==> src/hw/rtl/wsfu_pkg.sv <==
// ----------------------------------------------------------------------------
// wsfu_pkg
// Types and codes shared by the frame unmasker modules.
// ----------------------------------------------------------------------------
package wsfu_pkg;

  // Header / payload parse phase, one-hot
  typedef enum logic [6:0] {
    PH_HDR0    = 7'b0000001,
    PH_HDR1    = 7'b0000010,
    PH_EXT_HI  = 7'b0000100,
    PH_EXT_LO  = 7'b0001000,
    PH_KEY     = 7'b0010000,
    PH_PAYLOAD = 7'b0100000,
    PH_IGNORE  = 7'b1000000
  } phase_e;

  // Frame opcodes
  localparam logic [3:0] OP_TEXT   = 4'h1;
  localparam logic [3:0] OP_BINARY = 4'h2;
  localparam logic [3:0] OP_CLOSE  = 4'h8;
  localparam logic [3:0] OP_PING   = 4'h9;
  localparam logic [3:0] OP_PONG   = 4'hA;

  // Frame status codes
  localparam logic [1:0] ST_TEXT_OK = 2'd0;
  localparam logic [1:0] ST_IGNORED = 2'd1;
  localparam logic [1:0] ST_CLOSING = 2'd2;
  localparam logic [1:0] ST_ERROR   = 2'd3;

  // Header constants
  localparam logic [6:0] LEN_EXT16 = 7'h7E;
  localparam logic [6:0] LEN_EXT64 = 7'h7F;
  localparam int unsigned KEY_BYTES = 4;

  // One result word
  typedef struct packed {
    logic       data_valid;
    logic [7:0] payload_byte;
    logic       frame_done;
    logic [1:0] frame_status;
  } result_t;

endpackage

==> src/hw/rtl/wsfu_parser.sv <==
// ----------------------------------------------------------------------------
// wsfu_parser
// Header parser state and payload unmasking for one registered input byte.
// ----------------------------------------------------------------------------
module wsfu_parser (
  input  logic              clk_i,
  input  logic              rst_ni,
  input  logic              advance_i,    // consume the registered byte
  input  logic [7:0]        rx_byte_i,
  input  logic              last_i,
  output logic              has_result_o,
  output wsfu_pkg::result_t result_o
);
  import wsfu_pkg::*;

  phase_e      phase_q, phase_d;
  logic [3:0]  opcode_q, opcode_d;
  logic        error_q, error_d;
  logic [15:0] length_q, length_d;
  logic [15:0] count_q, count_d;
  logic [31:0] key_q, key_d;

  logic [15:0] count_inc;
  logic        op_known;
  logic        dv;
  logic [7:0]  pb;
  logic [7:0]  key_byte;
  logic [1:0]  status;

  assign count_inc = count_q + 16'd1;
  assign op_known  = (rx_byte_i[3:0] == OP_TEXT)  || (rx_byte_i[3:0] == OP_BINARY) ||
                     (rx_byte_i[3:0] == OP_CLOSE) || (rx_byte_i[3:0] == OP_PING)   ||
                     (rx_byte_i[3:0] == OP_PONG);

  // key byte for this payload position, first key byte first
  always_comb begin
    case (count_q[1:0])
      2'd0:    key_byte = key_q[31:24];
      2'd1:    key_byte = key_q[23:16];
      2'd2:    key_byte = key_q[15:8];
      default: key_byte = key_q[7:0];
    endcase
  end

  // next state
  always_comb begin
    phase_d  = phase_q;
    opcode_d = opcode_q;
    error_d  = error_q;
    length_d = length_q;
    count_d  = count_q;
    key_d    = key_q;
    dv       = 1'b0;
    pb       = 8'h00;
    unique case (phase_q)
      PH_HDR0: begin
        opcode_d = rx_byte_i[3:0];
        if ((rx_byte_i[6:4] != 3'b000) || !rx_byte_i[7] || !op_known) begin
          error_d = 1'b1;
          phase_d = PH_IGNORE;
        end else begin
          phase_d = PH_HDR1;
        end
      end
      PH_HDR1: begin
        if (rx_byte_i[6:0] == LEN_EXT16) begin
          phase_d = PH_EXT_HI;
        end else if (rx_byte_i[6:0] == LEN_EXT64) begin
          if (opcode_q == OP_TEXT) error_d = 1'b1;
          phase_d = PH_IGNORE;
        end else begin
          length_d = {9'd0, rx_byte_i[6:0]};
          count_d  = 16'd0;
          phase_d  = PH_KEY;
        end
      end
      PH_EXT_HI: begin
        length_d = {rx_byte_i, 8'h00};
        phase_d  = PH_EXT_LO;
      end
      PH_EXT_LO: begin
        length_d = {length_q[15:8], rx_byte_i};
        count_d  = 16'd0;
        phase_d  = PH_KEY;
      end
      PH_KEY: begin
        key_d   = {key_q[23:0], rx_byte_i};
        count_d = count_inc;
        if (count_inc >= 16'(KEY_BYTES)) begin
          count_d = 16'd0;
          phase_d = (length_q != 16'd0) ? PH_PAYLOAD : PH_IGNORE;
        end
      end
      PH_PAYLOAD: begin
        if (opcode_q == OP_TEXT) begin
          dv = 1'b1;
          pb = rx_byte_i ^ key_byte;
        end
        count_d = count_inc;
        if (count_inc >= length_q) phase_d = PH_IGNORE;
      end
      default: ;
    endcase
  end

  // status from the updated phase and flags
  always_comb begin
    if (error_d || (phase_d != PH_IGNORE)) status = ST_ERROR;
    else if (opcode_d == OP_TEXT)          status = ST_TEXT_OK;
    else if (opcode_d == OP_CLOSE)         status = ST_CLOSING;
    else                                   status = ST_IGNORED;
  end

  assign has_result_o          = dv || last_i;
  assign result_o.data_valid   = dv;
  assign result_o.payload_byte = pb;
  assign result_o.frame_done   = last_i;
  assign result_o.frame_status = last_i ? status : ST_TEXT_OK;

  // state registers; the buffer's last byte returns everything to reset
  always_ff @(posedge clk_i or negedge rst_ni) begin
    if (!rst_ni) begin
      phase_q  <= PH_HDR0;
      opcode_q <= 4'h0;
      error_q  <= 1'b0;
      length_q <= 16'd0;
      count_q  <= 16'd0;
      key_q    <= 32'd0;
    end else if (advance_i) begin
      if (last_i) begin
        phase_q  <= PH_HDR0;
        opcode_q <= 4'h0;
        error_q  <= 1'b0;
        length_q <= 16'd0;
        count_q  <= 16'd0;
        key_q    <= 32'd0;
      end else begin
        phase_q  <= phase_d;
        opcode_q <= opcode_d;
        error_q  <= error_d;
        length_q <= length_d;
        count_q  <= count_d;
        key_q    <= key_d;
      end
    end
  end

endmodule

==> src/hw/rtl/wsfu_out_buf.sv <==
// ----------------------------------------------------------------------------
// wsfu_out_buf
// Result register with a skid stage, so the parser can hand over one more
// result after the receiver stalls.
// ----------------------------------------------------------------------------
module wsfu_out_buf (
  input  logic              clk_i,
  input  logic              rst_ni,
  input  logic              push_i,
  input  wsfu_pkg::result_t push_data_i,
  output logic              ready_o,
  output logic              valid_o,
  input  logic              pop_ready_i,
  output wsfu_pkg::result_t data_o
);
  import wsfu_pkg::*;

  logic    main_valid_q, skid_valid_q;
  result_t main_q, skid_q;
  logic    pop, push;

  assign ready_o = !skid_valid_q;
  assign valid_o = main_valid_q;
  assign data_o  = main_q;
  assign pop     = main_valid_q && pop_ready_i;
  assign push    = push_i && !skid_valid_q;

  // control
  always_ff @(posedge clk_i or negedge rst_ni) begin
    if (!rst_ni) begin
      main_valid_q <= 1'b0;
      skid_valid_q <= 1'b0;
    end else if (pop) begin
      if (skid_valid_q) skid_valid_q <= 1'b0;
      else              main_valid_q <= push;
    end else if (push) begin
      if (main_valid_q) skid_valid_q <= 1'b1;
      else              main_valid_q <= 1'b1;
    end
  end

  // payload
  always_ff @(posedge clk_i) begin
    if (pop) begin
      if (skid_valid_q) main_q <= skid_q;
      else if (push)    main_q <= push_data_i;
    end else if (push) begin
      if (main_valid_q) skid_q <= push_data_i;
      else              main_q <= push_data_i;
    end
  end

endmodule

==> src/hw/rtl/websocket_frame_unmasker.sv <==
// ----------------------------------------------------------------------------
// websocket_frame_unmasker
// Parses one received client frame a byte per word and unmasks text payload.
// ----------------------------------------------------------------------------
// Usage:
//   Slave channel: one frame buffer byte per word in s_axis_tdata, with
//   s_axis_tlast on the buffer's final byte. Master channel: one word per
//   unmasked text byte and one on the buffer's final byte (both may share a
//   word). m_axis_tuser bit 0 flags a valid payload byte in m_axis_tdata;
//   m_axis_tlast marks the final word and m_axis_tuser[2:1] then holds the
//   frame status (text ok, ignored, closing, error).
//   Bytes that produce nothing (header, key, ignored payload) are absorbed.
//   Throughput: one byte per cycle while the receiver keeps up, set by the
//   single parser state update. An accepted byte is held in the input
//   register; its result word is then written into the result register
//   (or the skid stage) when the parser consumes it.
//   Reset clears the parser to expect a first header byte and empties the
//   input and result registers. When the receiver stalls, the skid stage
//   takes one more result and the input register holds one more byte;
//   after that s_axis_tready drops until the receiver drains.
// ----------------------------------------------------------------------------
module websocket_frame_unmasker (
  input  logic       clk_i,
  input  logic       rst_ni,
  input  logic       s_axis_tvalid,
  output logic       s_axis_tready,
  input  logic [7:0] s_axis_tdata,   // [7:0] rx_byte
  input  logic       s_axis_tlast,   // end_of_buffer
  output logic       m_axis_tvalid,
  input  logic       m_axis_tready,
  output logic [7:0] m_axis_tdata,   // [7:0] payload_byte
  output logic       m_axis_tlast,   // frame_done
  output logic [2:0] m_axis_tuser    // [0] data_valid, [2:1] frame_status
);
  import wsfu_pkg::*;

  logic       in_valid_q;
  logic [7:0] in_byte_q;
  logic       in_last_q;
  logic       advance;
  logic       buf_ready;
  logic       has_result;
  result_t    result;
  result_t    out_word;

  assign advance       = in_valid_q && buf_ready;
  assign s_axis_tready = !in_valid_q || advance;

  // input register
  always_ff @(posedge clk_i or negedge rst_ni) begin
    if (!rst_ni) begin
      in_valid_q <= 1'b0;
    end else if (s_axis_tready) begin
      in_valid_q <= s_axis_tvalid;
    end
  end

  always_ff @(posedge clk_i) begin
    if (s_axis_tvalid && s_axis_tready) begin
      in_byte_q <= s_axis_tdata;
      in_last_q <= s_axis_tlast;
    end
  end

  wsfu_parser u_parser (
    .clk_i        (clk_i),
    .rst_ni       (rst_ni),
    .advance_i    (advance),
    .rx_byte_i    (in_byte_q),
    .last_i       (in_last_q),
    .has_result_o (has_result),
    .result_o     (result)
  );

  wsfu_out_buf u_out_buf (
    .clk_i       (clk_i),
    .rst_ni      (rst_ni),
    .push_i      (advance && has_result),
    .push_data_i (result),
    .ready_o     (buf_ready),
    .valid_o     (m_axis_tvalid),
    .pop_ready_i (m_axis_tready),
    .data_o      (out_word)
  );

  assign m_axis_tdata = out_word.payload_byte;
  assign m_axis_tlast = out_word.frame_done;
  assign m_axis_tuser = {out_word.frame_status, out_word.data_valid};

  // every word carries a payload byte or closes the buffer
  assert property (@(posedge clk_i) disable iff (!rst_ni)
    m_axis_tvalid |-> (m_axis_tuser[0] || m_axis_tlast))
    else $error("result word with neither payload nor frame end");

  // status only on the closing word
  assert property (@(posedge clk_i) disable iff (!rst_ni)
    (m_axis_tvalid && !m_axis_tlast) |-> (m_axis_tuser[2:1] == ST_TEXT_OK))
    else $error("frame status set on a non-final word");

  // no payload bits without a valid payload byte
  assert property (@(posedge clk_i) disable iff (!rst_ni)
    (m_axis_tvalid && !m_axis_tuser[0]) |-> (m_axis_tdata == 8'h00))
    else $error("payload byte nonzero while not valid");

  // a full skid stage only exists behind a held result
  assert property (@(posedge clk_i) disable iff (!rst_ni)
    !buf_ready |-> m_axis_tvalid)
    else $error("skid stage full with empty result register");

endmodule
==> config.mk <==
export PLATFORM = sky130hd
export DESIGN_NAME = websocket_frame_unmasker
export DESIGN_NICKNAME = d
export VERILOG_FILES = /design/src/hw/rtl/wsfu_pkg.sv /design/src/hw/rtl/wsfu_parser.sv /design/src/hw/rtl/wsfu_out_buf.sv /design/src/hw/rtl/websocket_frame_unmasker.sv
export SDC_FILE = /design/constraint.sdc
export NUM_CORES = 1
export LEC_CHECK = 0
export ABC_AREA = 1
export BUFFER_PORTS_ARGS = -buffer_cell sky130_fd_sc_hd__clkbuf_2
export CAP_MARGIN = 20
export CORE_ASPECT_RATIO = 1.75
export CORE_MARGIN = 1
export CORE_UTILIZATION = 67
export DETAILED_ROUTE_END_ITERATION = 7
export PLACE_DENSITY = 0.86
export SYNTH_ARGS = -nofsm -noshare
export SYNTH_HDL_FRONTEND = slang
export SYNTH_HIERARCHICAL = 1
export SYNTH_SLANG_ARGS = --single-unit
==> constraint.sdc <==
create_clock -name clk_i -period 5.14 [get_ports clk_i]
set_input_delay 0 -clock clk_i [delete_from_list [all_inputs] [get_ports clk_i]]
set_output_delay 0 -clock clk_i [all_outputs]
set_load 0.05 [all_outputs]
# Word-level counts from Yosys, hierarchy flattened

Cells that the tools add are included.

Reduce and logical (&&, ||, !) cells: 36
$add $sub $neg: 1
Bitwise logic cells: 2
Equal/unequal tests: 24
Magnitude comparators: 2
Muxes and demuxes: 47

Operators with widths:

| operator                                                                              | count |
|---|---|
| 16-bit two-way mux                                                                    | 7 |
| 32-bit two-way mux                                                                    | 2 |
| 16-bit case mux with 4 select lines                                                   | 1 |
| 12-bit two-way mux                                                                    | 5 |
| 7-bit two-way mux                                                                     | 7 |
| 16-bit case mux with 3 select lines                                                   | 1 |
| 7-bit case mux with 6 select lines                                                    | 1 |
| 8-bit case mux with 3 select lines                                                    | 1 |
| 16-bit by 1-bit adder with 16-bit output (second input constant)                      | 1 |
| 4-bit == test (second input constant)                                                 | 4 |
| 16-bit greater-or-equal comparator                                                    | 1 |
| 16-bit by 3-bit greater-or-equal comparator with 1-bit output (second input constant) | 1 |
| 8-bit two-way mux                                                                     | 2 |
| 16-bit nonzero test                                                                   | 1 |
| 7-bit == test (second input constant)                                                 | 2 |
| 1-bit two-way mux                                                                     | 13 |
| 4-bit by 1-bit == test with 1-bit output (second input constant)                      | 3 |
| 1-bit logical OR                                                                      | 9 |
| 2-bit two-way mux                                                                     | 4 |
| 4-bit two-way mux                                                                     | 2 |
| 4-bit AND reduction                                                                   | 2 |
| 2-bit nonzero test                                                                    | 4 |
| 8-bit XOR                                                                             | 1 |
| 7-bit by 1-bit == test with 1-bit output (second input constant)                      | 1 |
| other kinds (22)                                                                      | 36 |

Input port bits: 13
Register bits after elaboration: 112
Logic and storage cells: 132
Output and inout port bits: 14

# Longest topological paths before layout

Gate-level depths: netlist of run 1.

Word-level depth: 16
Mapped depth: 25
Gate-level depth less buffers: 25

# Hierarchy

Netlist of run 1, hierarchy kept.

By module, submodules not included:

| module                   | cells each | seq. area each (µm²) | area each (µm²) | instances |
|---|---|---|---|---|
| wsfu_parser              | 622        | 1903.1               | 4812.1          | 1 |
| wsfu_out_buf             | 86         | 770.7                | 1072.3          | 1 |
| websocket_frame_unmasker | 19         | 295.3                | 332.8           | 1 |

# Least setup slack after synthesis of run 1

No wires, ideal clock.

Kind: register to register
From: register u_parser.phase_q[3]
To: register u_out_buf.main_q, in the netlist u_out_buf/data_o[0] (enable)
Clock period less this slack: 2763 ps
Stages on the path, launching flop included: 12
Slack: 2377 ps
Setup time: 385 ps
Data arrival time: 2378 ps
Path buffers: 0
Data required time: 4755 ps
Path through: dfrtp_1 nor2_1 nand2_1 nor4_2 inv_1 nor2_1 inv_1 nand2_1 inv_1 nor2_2 nand2_1 a21oi_1

Word-level cells in the longest chain between the ends: 7
Elaborated cells between the ends (all ways): 8
Those cells by class: eq/ne (1); mux (1); reduce/logical (6)

RTL lines:

| what                                         | line                           | RTL |
|---|---|---|
| start: declaration                           | wsfu_parser.sv:16              | `phase_e phase_q, phase_d;` |
| start signal: assignment                     | wsfu_parser.sv:138             | `phase_q <= phase_d;` |
| 7-bit by 6-bit == test with 1-bit output (*) | wsfu_parser.sv:55              | `unique case (phase_q)` |
| 1-bit two-way mux (*)                        | wsfu_parser.sv:55              |  |
| via u_parser.dv                              | wsfu_parser.sv:25              | `logic dv;` |
| 1-bit logical OR (*)                         | wsfu_parser.sv:114             | `assign has_result_o = dv \|\| last_i;` |
| via has_result                               | websocket_frame_unmasker.sv:42 | `logic has_result;` |
| 1-bit logical AND (*)                        | websocket_frame_unmasker.sv:78 | `.push_i (advance && has_result),` |
| 1-bit logical AND (*)                        | wsfu_out_buf.sv:26             | `assign push = push_i && !skid_valid_q;` |
| 2-bit nonzero test (no source line)          | -                              |  |
| 3-bit AND reduction (no source line) (*)     | -                              |  |
| end signal: assignment                       | wsfu_out_buf.sv:45             | `if (skid_valid_q) main_q <= skid_q;` |
| end signal: assignment                       | wsfu_out_buf.sv:46             | `else if (push) main_q <= push_data_i;` |
| end signal: assignment                       | wsfu_out_buf.sv:49             | `else main_q <= push_data_i;` |
| end: declaration                             | wsfu_out_buf.sv:19             | `result_t main_q, skid_q;` |

Mark *: on every way through the listed nets, which the timed path passes. The rest lies on a longest branch.
A chain may end at the register's enable or synchronous reset.

==> results by group, run 1 <==
Clock network
  • Skew-Pair Late Insertion Delay: 0.36 ns
  • Clock Tree Buf Depth: 2
  • TritonCTS buffer count: 9
  • Worst-path clk slew: 0.07 ns
  • Clock tree from TritonCTS: built
  • Clock sink count: approximately 110
  • Clock root cell: clkbuf_16
  • Setup Fix Bufs, Post-CTS: 0
  • H-tree depth: 3

Routing
  • Post-route DRC: 1
  • M1 WL: about 5300 µm
  • Final ANT Viol Nets: 0
  • DRT Pass-1 Iters: 8
  • Top routing layer used: met4
  • DR vias: 5282
  • Routed WL per cell: 17.0 µm
  • Final wirelength: 14900 µm
  • Met2 Wirelength: 8160 µm
  • Via-to-Cell Ratio: 6.02
  • DR WL met3: 817 µm
  • Starting DRT DRC Count: 519

Die
  • Die H: approximately 130 µm
  • Core area: between 0.009 and 0.01 mm²
  • Initial Util: 68.8%
  • Chip width: 74.8 µm
  • Row count: 46
  • # IOs: 27
  • DIE AREA: approximately 0.0097 mm²

STA
  • Final setup viols: 0
  • Hold Slack: 0.000983 ns
  • Period minus WS final: 3.42 ns
  • Worst Clk Skew: 0.00824 ns
  • Crit share post-route: between 60 and 70%
  • Slew Limit Headroom: 32.5%
  • Setup TNS: 0 ns
  • Final Hold Fails: 0
  • Final Max Slew Viols: 0
  • Max Fclk: a little under 300 MHz
  • Worst-Margin Slew: 1.01 ns
  • RSZ-0062 raised after global routing: no

GRT
  • Vias in the first global route: 5169
  • Initial antenna violation count: 0
  • Pin count of the biggest net entering global routing: 80
  • All-Layer GR Usage: 33.1%
  • First-pass GRT wire length: approximately 24000 µm
  • GR Overflow Total: 0

Job
  • Max-cap violations: 0

Outcome
  • Outcome: finished with violations
  • Failing checks: DRC

Pwr
  • Switching share of power: 36.5%
  • Comb pwr share: 26.7%
  • Switch Pwr: 948 µW
  • Pleak: 3.14 nW
  • Cell internal pwr: 1.65 mW
  • Sequential power share: 43.8%
  • Peak supply drop: about 240 µV
  • Cell Pwr Density: 381 mW/mm²
  • Clock group share of total power: 29.4%

Synth
  • Seq cells post-synth: 112
  • Cells after synthesis: 727
  • Post-Syn Area per Cell: 8.55 µm²
  • Synth warnings: 6
  • Mapped cell area: 0.00622 mm²
  • Post-synthesis sequential area ratio: ~48%
  • FFs w/ async S/R, synth: 70.5%
  • Synth cell types: 41
  • EDFF count, synth: 33
  • Syn Nets: 760
  • Most used flip-flop cell after synthesis: dfrtp_1

Placement
  • DP Area: 0.00635 mm²
  • Port buffer count: 26
  • Final GP Congestion: 0.957
  • Dpl hpwl: 10600 µm

Worst hold path
  • HP Class: input port to async pin

Layout
  • Layout cells sized above 1: 12.5%
  • Highest-count cells in the layout ignoring fill and taps: inv_1, nand2_1, dfrtp_1
  • Layout area overhead: 9.70%
  • Net count, final: 785
  • FILL cells: 640
  • N_diodes: 0
  • Commonest non-fill, non-tap cell in the layout: inv_1
  • Final Instance Area: 0.00682 mm²

Worst setup path
  • Setup CP Type: register to register
  • Worst Path Arrival: roughly 3.4 ns
  • RR Startpoint: u_parser/phase_q[1]
  • R2r worst-path depth: 11
  • Critical Path Start Type: register
  • Critical Path End Type: register
  • Crit path max fanout: 12
  • R2R setup slack: 1.72 ns
  • WP data required: 5.12 ns
  • RR Endpoint: u_out_buf/data_o[5]
[how the worst max path moves through the flow]
stage                        startpoint                   to  depth (start not counted)
floorplan           u_parser/phase_q[3]  u_out_buf/data_o[0]                         11
global placement    u_parser/phase_q[3]  u_out_buf/data_o[4]                         11
detailed placement  u_parser/phase_q[1]  u_out_buf/data_o[5]                         11
CTS                 u_parser/phase_q[3]  u_out_buf/data_o[1]                         11
global route        u_parser/phase_q[1]  u_out_buf/data_o[9]                         11
finish              u_parser/phase_q[1]  u_out_buf/data_o[5]                         11
[registers in the layout, indices dropped and copies added (netlist names)]
signal / cells
u_out_buf/data_o: 12
u_parser/count_q: 16
u_out_buf/valid_o: 1
u_out_buf/skid_valid_q: 1
u_parser/opcode_q: 4
u_parser/key_q: 32
u_parser/length_q: 16
in_last_q: 1
in_byte_q: 8
u_parser/phase_q: 7
in_valid_q: 1
u_parser/error_q: 1
u_out_buf/skid_q: 12
[metrics by stage]
| stage | util, % | instances | setup WS (ns) | power (mW) |
|---|---|---|---|---|
| floorplan | - | 727 | 2.38 | 1.67 |
| global placement | 70.3 | 849 | 1.91 | 1.79 |
| detailed placement | 70.3 | 849 | 1.80 | 1.82 |
| CTS | 75.2 | 876 | 1.77 | 2.59 |
| global route | 75.5 | 877 | 1.39 | 2.72 |
| finish | 75.5 | 877 | 1.72 | 2.60 |
[critical path, cell delays in order (launching register included)]
cell and delay (ns):
dfrtp_1 0.41, nor2_1 0.21, nand2_1 0.15, nor4_2 0.34, inv_1 0.23, nor2_1 0.45, inv_1 0.12, nand2_1 0.08
inv_1 0.06, nor2_2 0.13, nand2_1 0.09, a21oi_1 0.79
[power by group through the flow]
stage / Combinational, mW / Clock [mW] / Sequential, mW
after CTS: 0.680 / 0.776 / 1.14
final: 0.695 / 0.765 / 1.14
after floorplan: 0.463 / 0 / 1.21
after global routing: 0.759 / 0.808 / 1.15
after detailed placement: 0.667 / 0 / 1.15
after global placement: 0.646 / 0 / 1.15
[kinds of logic (layout without fill, tap and decap cells)]
kind of cell	after synthesis	in the layout	share of synthesized area, %
xor+xnor	2	2	0.403
compound gates	139	139	14.0
simple gates	281	281	22.4
buf+inv	173	203	11.4
fa+ha+maj	20	20	4.02
flops	112	112	47.8
[cell usage after synthesis, types with 6 or more instances]
master	number	area, µm²
inv_1	142	533
nand2_1	136	510
dfrtp_1	78	1950
o21ai_0	56	280
o22ai_1	46	288
nand4_1	39	244
nand3_1	35	175
edfxtp_1	33	991
nor2_1	31	116
ha_1	20	250
a21oi_1	13	65.1
buf_4	10	75.1
o22ai_2	10	125
clkbuf_1	8	30.0
nand2_2	7	43.8
nor2_2	7	43.8
inv_2	6	22.5
nor3_1	6	30.0
[repair_timing]
item	in CTS	in global routing
endpoints found under the hold margin	88	0
gates resized for setup	0	0
hold buffers	11	0
endpoints found under the setup margin	0	0
[metal layers]
metal,vias to the layer above,track usage [%]
met1,2496,36.2
met5,-,0
met3,55,6.30
met2,252,59.0
met4,0,17.3
li1,2479,-
[final cells by class]
class / count / area (µm²) / share of cell area, %
flip-flops and latches: 112 / 2970 / 43.5
multi-input cells: 442 / 2540 / 37.2
inverters: 148 / 556 / 8.15
repair buffers: 39 / 278 / 4.07
clock buffers: 10 / 229 / 3.36
well taps: 120 / 150 / 2.20
clock inverters: 6 / 98.8 / 1.45
(Power assumes the default switching activity.)
==> run 2, diff against run 1 <==
- CORE_UTILIZATION: 67 -> 56
- PLACE_DENSITY: 0.86 -> 0.76
- clock period: 5.14 -> 2.95 ns (I/O delays scaled with it)
==> run 2 against run 1 <==
  * The flow now finishes without violations
  * Maximum frequency increased by 19%
  * Combinational power rose by 100%
  * Via count grew 1.5%
  * Register-to-register slack worse by 1.6 ns
  * Clock skew decreased by 0.0014 ns
  * Worst hold slack improved by 0.015 ns
  * Worst setup slack worse by 1.6 ns
  * Critical path depth increased by 12
  * Count of clock-buffer cells in the layout did not move
  * Wire length grew 4.7%
  * Sequential power grew 69%
==> results by group, run 2 (same netlist as run 1, synthesis figures left out) <==
GRT
  • All-Layer GR Usage: 28.9%
  • Initial antenna violation count: 0
  • First-pass GRT wire length: between 20000 and 30000 µm
  • Pin count of the biggest net entering global routing: 80
  • GR Overflow Total: 0
  • Vias in the first global route: 5165

Layout
  • Layout cells sized above 1: between 10% and 20%
  • Commonest non-fill, non-tap cell in the layout: inv_1
  • FILL cells: slightly above 800
  • Max FFs per register: 32
  • Final core occ: 66.2%
  • Top reg by flops: u_parser/key_q
  • Final Instance Area: 0.00712 mm²
  • Highest-count cells in the layout ignoring fill and taps: inv_1, nand2_1, dfrtp_1
  • Layout area overhead: 14.5%
  • Net count, final: 810
  • N_diodes: 0
  • Largest registers in the final layout: u_parser/key_q x32, u_parser/count_q x16, u_parser/length_q x16

Clock network
  • Skew-Pair Late Insertion Delay: ~0.35 ns
  • Clock root cell: clkbuf_16
  • Worst-path clk slew: 0.07 ns
  • Clock tree from TritonCTS: built
  • TritonCTS buffer count: 9
  • H-tree depth: 3
  • Clock Tree Buf Depth: 2
  • Clock sink count: approximately 110

Die
  • Core area: 0.0108 mm²
  • Chip width: just over 80 µm
  • Row count: 50
  • # IOs: 27
  • Initial Util: slightly below 60%
  • DIE AREA: 0.0115 mm²
  • Die H: 141 µm

Worst setup path
  • Setup CP Type: register to register
  • Worst path buffer plus inverter count: 2
  • CP top delay family: simple AND/OR/NAND/NOR gates
  • Crit path max fanout: 6
  • Critical-path cell list: nand2_4 -> nor2_4 -> nand2_2 -> nor2_1 -> nand2_1 -> nand2_2 -> inv_1 -> ha_4 -> nand2_1 -> nor2_2 -> nand3_1 -> nor2_1 -> nand2_2 -> nand3_2 -> nand2_2 -> nand2_2 -> nand4_2 -> nor2_2 -> nand3_1 -> nand2_1 -> inv_2 -> nand2_1 -> nand2_1
  • Critical Path End Type: register
  • Crit-path slowest cell: dfrtp_2
  • Worst path max stage delay: 0.44 ns
  • Critical Path Start Type: register
  • Worst Path Arrival: around 3.0 ns
  • WP data required: 3.05 ns

STA
  • Final setup viols: 0
  • Setup TNS: 0 ns
  • RSZ-0062 raised after global routing: yes
  • Worst Clk Skew: 0.00679 ns
  • Worst-Margin Slew: 0.557 ns
  • Final Max Slew Viols: 0
  • Slew Limit Headroom: 62.7%
  • Max Fclk: 349 MHz
  • Final Hold Fails: 0
  • Crit share post-route: 97.3%
  • Period minus WS final: 2.87 ns

Routing
  • Routed WL per cell: 17.1 µm
  • DR vias: 5359
  • Starting DRT DRC Count: 412
  • Post-route DRC: 0
  • DRT Pass-1 Iters: 5
  • Final ANT Viol Nets: 0
  • Final wirelength: 15600 µm
  • Via-to-Cell Ratio: ~6

Job
  • Max-cap violations: 0

Worst hold path
  • HP Class: input port to async pin

Pwr
  • Peak supply drop: 559 µV
  • Pleak: 3.30 nW
  • Cell Pwr Density: 642 mW/mm²

Placement
  • Dpl hpwl: 11100 µm
  • DP Area: 0.00648 mm²
  • Port buffer count: 26
  • Final GP Congestion: roughly 0.95

Outcome
  • Outcome: finished clean
==> run 2: layer usage <==
metal / share of wire [%] / global-route usage, % / wire length [µm] / up-vias
li1: - / - / - / 2536
met1: 37 / 32.8 / 5780 / 2526
met2: 53 / 50.1 / 8210 / 236
met3: 5.5 / 5.27 / 862 / 61
met4: 5.0 / 15.6 / 777 / 0
met5: 0 / 0 / 0 / -
==> run 2: timing repair <==
item	CTS	global route
hold buffers	11	0
buffers inserted	2	8
pin swaps	2	17
gates resized for setup	5	29
setup endpoints to repair	2	28
endpoints found under the hold margin	88	0
==> run 2: path summary, 6_finish.rpt <==
check / slack [ns] / cells past startpoint / from / end
max reg2reg: 0.08 / 23 / u_parser/count_q[2] / u_out_buf/data_o[0]
min reg2reg: 0.53 / 2 / in_valid_q / in_valid_q
max: 0.08 / 23 / u_parser/count_q[2] / u_out_buf/data_o[0]
min: 0.02 / 2 / rst_ni / u_out_buf/skid_valid_q
min in group clk_i: 0.14 / 4 / m_axis_tready / u_out_buf/valid_o
max in group asynchronous: 2.31 / 3 / rst_ni / u_parser/phase_q[0]
==> run 2: final cells by class <==
| type | instances | area, µm² | area share, % |
|---|---|---|---|
| clock buffer | 10 | 229 | 3.22 |
| timing repair buffer | 64 | 469 | 6.59 |
| tap | 130 | 163 | 2.28 |
| multi-input combinational | 442 | 2650 | 37.2 |
| sequential | 112 | 2980 | 41.8 |
| clock inverter | 6 | 72.6 | 1.02 |
| inverter | 148 | 561 | 7.87 |
==> run 2: worst register-to-register path: stages, from the launching register on <==
cell,delay [ns]
dfrtp_2,0.44
nand2_4,0.09
nor2_4,0.15
nand2_2,0.10
nor2_1,0.11
nand2_1,0.06
nand2_2,0.10
inv_1,0.08
ha_4,0.27
nand2_1,0.06
nor2_2,0.12
nand3_1,0.08
nor2_1,0.12
nand2_2,0.08
nand3_2,0.07
nand2_2,0.05
nand2_2,0.08
nand4_2,0.09
nor2_2,0.15
nand3_1,0.09
nand2_1,0.07
inv_2,0.04
nand2_1,0.05
nand2_1,0.07
==> run 2: stage by stage <==
step                      power (mW)  hold slack [ns]  instances  setup slack [ns]
after floorplan                 2.91           -0.296        727             0.187
after global placement          3.22            0.182        874            0.0784
after detailed placement        3.27            0.179        874           -0.0434
after CTS                       4.53            0.135        903           0.00194
after global routing            4.80           0.0263        912           -0.0965
final                           4.57           0.0164        912            0.0806
==> run 2: where the power goes <==
group          leakage [nW]  switching [mW]  internal [mW]
clock                 0.150           0.573          0.674
combinational          1.76            1.03          0.364
sequential             1.39           0.116           1.82
==> run 3, diff against run 2 <==
- CORE_UTILIZATION: 56 -> 30
- PLACE_DENSITY: 0.76 -> not set
- SYNTH_HIERARCHICAL: 1 -> not set
==> run 3 against run 2 <==
  * Final cell count up 12%
  * Clock skew grew 0.0053 ns
  * Largest cell class unchanged
  * Cell area is 0.58% higher
  * Synthesized area shrank 2.5%
==> results by group, run 3 <==
Layout
  • Net count, final: 808
  • Max FFs per register: 32
  • Commonest non-fill, non-tap cell in the layout: nand2_1
  • Final core occ: 36.3%
  • Final Instance Area: approximately 0.007 mm²
  • Final non-filler cell total: 1025
  • Sequential Area: 0.00297 mm²
  • FILL cells: 2028
  • Multi-input gate area: 0.00260 mm²
  • Layout cells sized above 1: 17.8%
  • Top reg by flops: u_parser.key_q
  • Highest-count cells in the layout ignoring fill and taps: nand2_1, inv_1, dfrtp_1
  • N_diodes: 0
  • Layout area overhead: 18.1%
  • Largest registers in the final layout: u_parser.key_q x32, u_parser.count_q x16, u_parser.length_q x16

Pwr
  • Switching share of power: 35.6%
  • Cell Pwr Density: 582 mW/mm²
  • Sequential power share: a little under half
  • Peak supply drop: 528 µV
  • Comb pwr share: ~28%
  • Clock group share of total power: 26.9%
  • Switch Pwr: 1.48 mW
  • Tot Pwr: 4.17 mW
  • Pleak: 3.27 nW
  • Cell internal pwr: 2.68 mW

GRT
  • First-pass GRT wire length: 25200 µm
  • Pin count of the biggest net entering global routing: 80
  • Vias in the first global route: roughly 5100
  • Initial antenna violation count: 0
  • GR Overflow Total: 0
  • All-Layer GR Usage: 15.9%

Placement
  • Final GP Congestion: 0.861
  • Port buffer count: 26
  • Inst Count DP: 986
  • Dpl ws: 0.106 ns
  • Dpl hpwl: 11600 µm
  • DP Area: 0.00661 mm²

Clock network
  • TritonCTS buffer count: 9
  • Worst-path clk slew: 0.07 ns
  • Clock tree from TritonCTS: built
  • Skew-Pair Late Insertion Delay: 0.36 ns
  • Clock Tree Buf Depth: 2
  • H-tree depth: 3
  • Clock sink count: 112
  • Clock root cell: clkbuf_16

Synth
  • Syn Nets: ~740
  • Mapped cell area: between 0.006 and 0.007 mm²
  • Cells after synthesis: slightly above 700
  • Most used flip-flop cell after synthesis: dfrtp_1
  • Commonest cells post-synth: nand2_1, inv_1, dfrtp_1
  • Seq cells post-synth: 112
  • Dominant cell type by area after synthesis: dfrtp_1
  • Synth warnings: 0
  • Synth top area cells: dfrtp_1, edfxtp_1, nand2_1, inv_1, ha_1
  • Post-Syn Area per Cell: 8.54 µm²
  • Post-synthesis sequential area ratio: 49.0%
  • EDFF count, synth: 33
  • Most common cell in the synthesized netlist: nand2_1
  • Synth cell types: 47
  • Synth top area share: roughly a third
  • FFs w/ async S/R, synth: 70.5%

STA
  • Min setup slack post-route: between 0.15 and 0.2 ns
  • Worst-Margin Slew: 0.769 ns
  • Final Max Slew Viols: 0
  • Slew Limit Headroom: 48.8%
  • Crit share post-route: 94.8%
  • Hold Slack: 0.0122 ns
  • Final Hold Fails: 0
  • Max Fclk: between 300 and 400 MHz
  • Period minus WS final: 2.80 ns
  • Final setup viols: 0
  • Setup TNS: 0 ns
  • Worst Clk Skew: around 0.012 ns

Worst setup path
  • Worst Path Arrival: 2.91 ns
  • CP top delay family: simple AND/OR/NAND/NOR gates
  • Setup CP Type: register to register
  • Critical-path cell list: ha_2 -> nand3_4 -> nor2_4 -> nand4_1 -> nand2_2 -> inv_1 -> ha_1 -> nand2_1 -> inv_2 -> nand3_2 -> nor2_1 -> inv_1 -> nor2_2 -> a21boi_1 -> nand4_1 -> nand4_1 -> nor2_4 -> nand3_2 -> nand2_1 -> nand2_1
  • Worst path max stage delay: 0.39 ns
  • WP data required: 3.07 ns
  • Worst path buffer plus inverter count: 3
  • Crit-path slowest cell: dfrtp_1
  • Critical Path Start Type: register
  • Critical Path End Type: register
  • Crit path max fanout: 4

Die
  • Row count: 68
  • Die H: 190 µm
  • # IOs: 27
  • DIE AREA: 0.0208 mm²
  • Initial Util: a little under a third
  • Chip width: about 110 µm
  • Core area: slightly below 0.02 mm²

Routing
  • Post-route DRC: 0
  • Via-to-Cell Ratio: 4.88
  • DRT Pass-1 Iters: 6
  • Routed WL per cell: 15.2 µm
  • Starting DRT DRC Count: 236
  • Final wirelength: 15600 µm
  • Final ANT Viol Nets: 0
  • DR vias: 5002

Job
  • Max-cap violations: 0

Worst hold path
  • HP Class: input port to async pin

Outcome
  • Outcome: finished clean
==> run 3: cells by family after synthesis <==
logic type,after synthesis,synth area share (%)
compound gates,119,13.6
xor+xnor,2,0.289
fa+ha+maj,20,4.13
buf+inv,147,9.26
flops,112,49.0
simple gates,310,23.8
==> run 3: worst paths after layout <==
kind	from	to	slack, ns	cells after the start
max in group asynchronous	rst_ni	u_parser.phase_q[0]	2.31	3
min in group clk_i	s_axis_tdata[3]	in_byte_q[3]	0.35	2
worst max-delay path	u_parser.count_q[1]	u_out_buf.data_o[1]	0.15	20
worst max register to register	u_parser.count_q[1]	u_out_buf.data_o[1]	0.15	20
worst min register to register	u_parser.length_q[11]	u_parser.length_q[11]	0.48	2
worst min-delay path	rst_ni	u_parser.key_q[29]	0.01	2
==> run 3: what timing repair did <==
action / in CTS / in global routing
setup buffers: 0 / 10
endpoints found under the setup margin: 0 / 5
hold endpoints to repair: 90 / 0
resized for setup: 0 / 19
hold buffers: 12 / 0
==> run 3: final cells by class <==
class / count / area share, %
Timing Repair Buffer: 74 / 7.58
Multi-Input combinational cell: 451 / 36.4
Clock inverter: 4 / 0.314
Tap cell: 245 / 4.28
Clock buffer: 12 / 3.30
Sequential cell: 112 / 41.5
Inverter: 127 / 6.66
==> run 3: worst reg2reg max path: stages (launching register included) <==
cell and delay, ns:
dfrtp_1 0.39, ha_2 0.23, nand3_4 0.11, nor2_4 0.15, nand4_1 0.11, nand2_2 0.10, inv_1 0.05, ha_1 0.27
nand2_1 0.06, inv_2 0.06, nand3_2 0.07, nor2_1 0.10, inv_1 0.06, nor2_2 0.09, a21boi_1 0.07, nand4_1 0.11
nand4_1 0.15, nor2_4 0.18, nand3_2 0.09, nand2_1 0.07, nand2_1 0.04
==> run 3: layer usage <==
| metal | up-vias | global-route usage [%] | part of all wire, % |
|---|---|---|---|
| li1 | 2494 | - | - |
| met4 | 0 | 8.56 | 4.6 |
| met1 | 2382 | 16.6 | 38 |
| met2 | 95 | 29.7 | 55 |
| met3 | 31 | 2.50 | 2.5 |
| met5 | - | 0 | 0 |
==> run 3: power by group through the flow <==
stage	registers, mW	clock network, mW	logic, mW
after detailed placement	1.91	0	1.13
final	1.88	1.12	1.17
after floorplan	2.05	0	0.658
after global placement	1.91	0	1.12
after CTS	1.88	1.15	1.15
after global routing	1.90	1.22	1.30
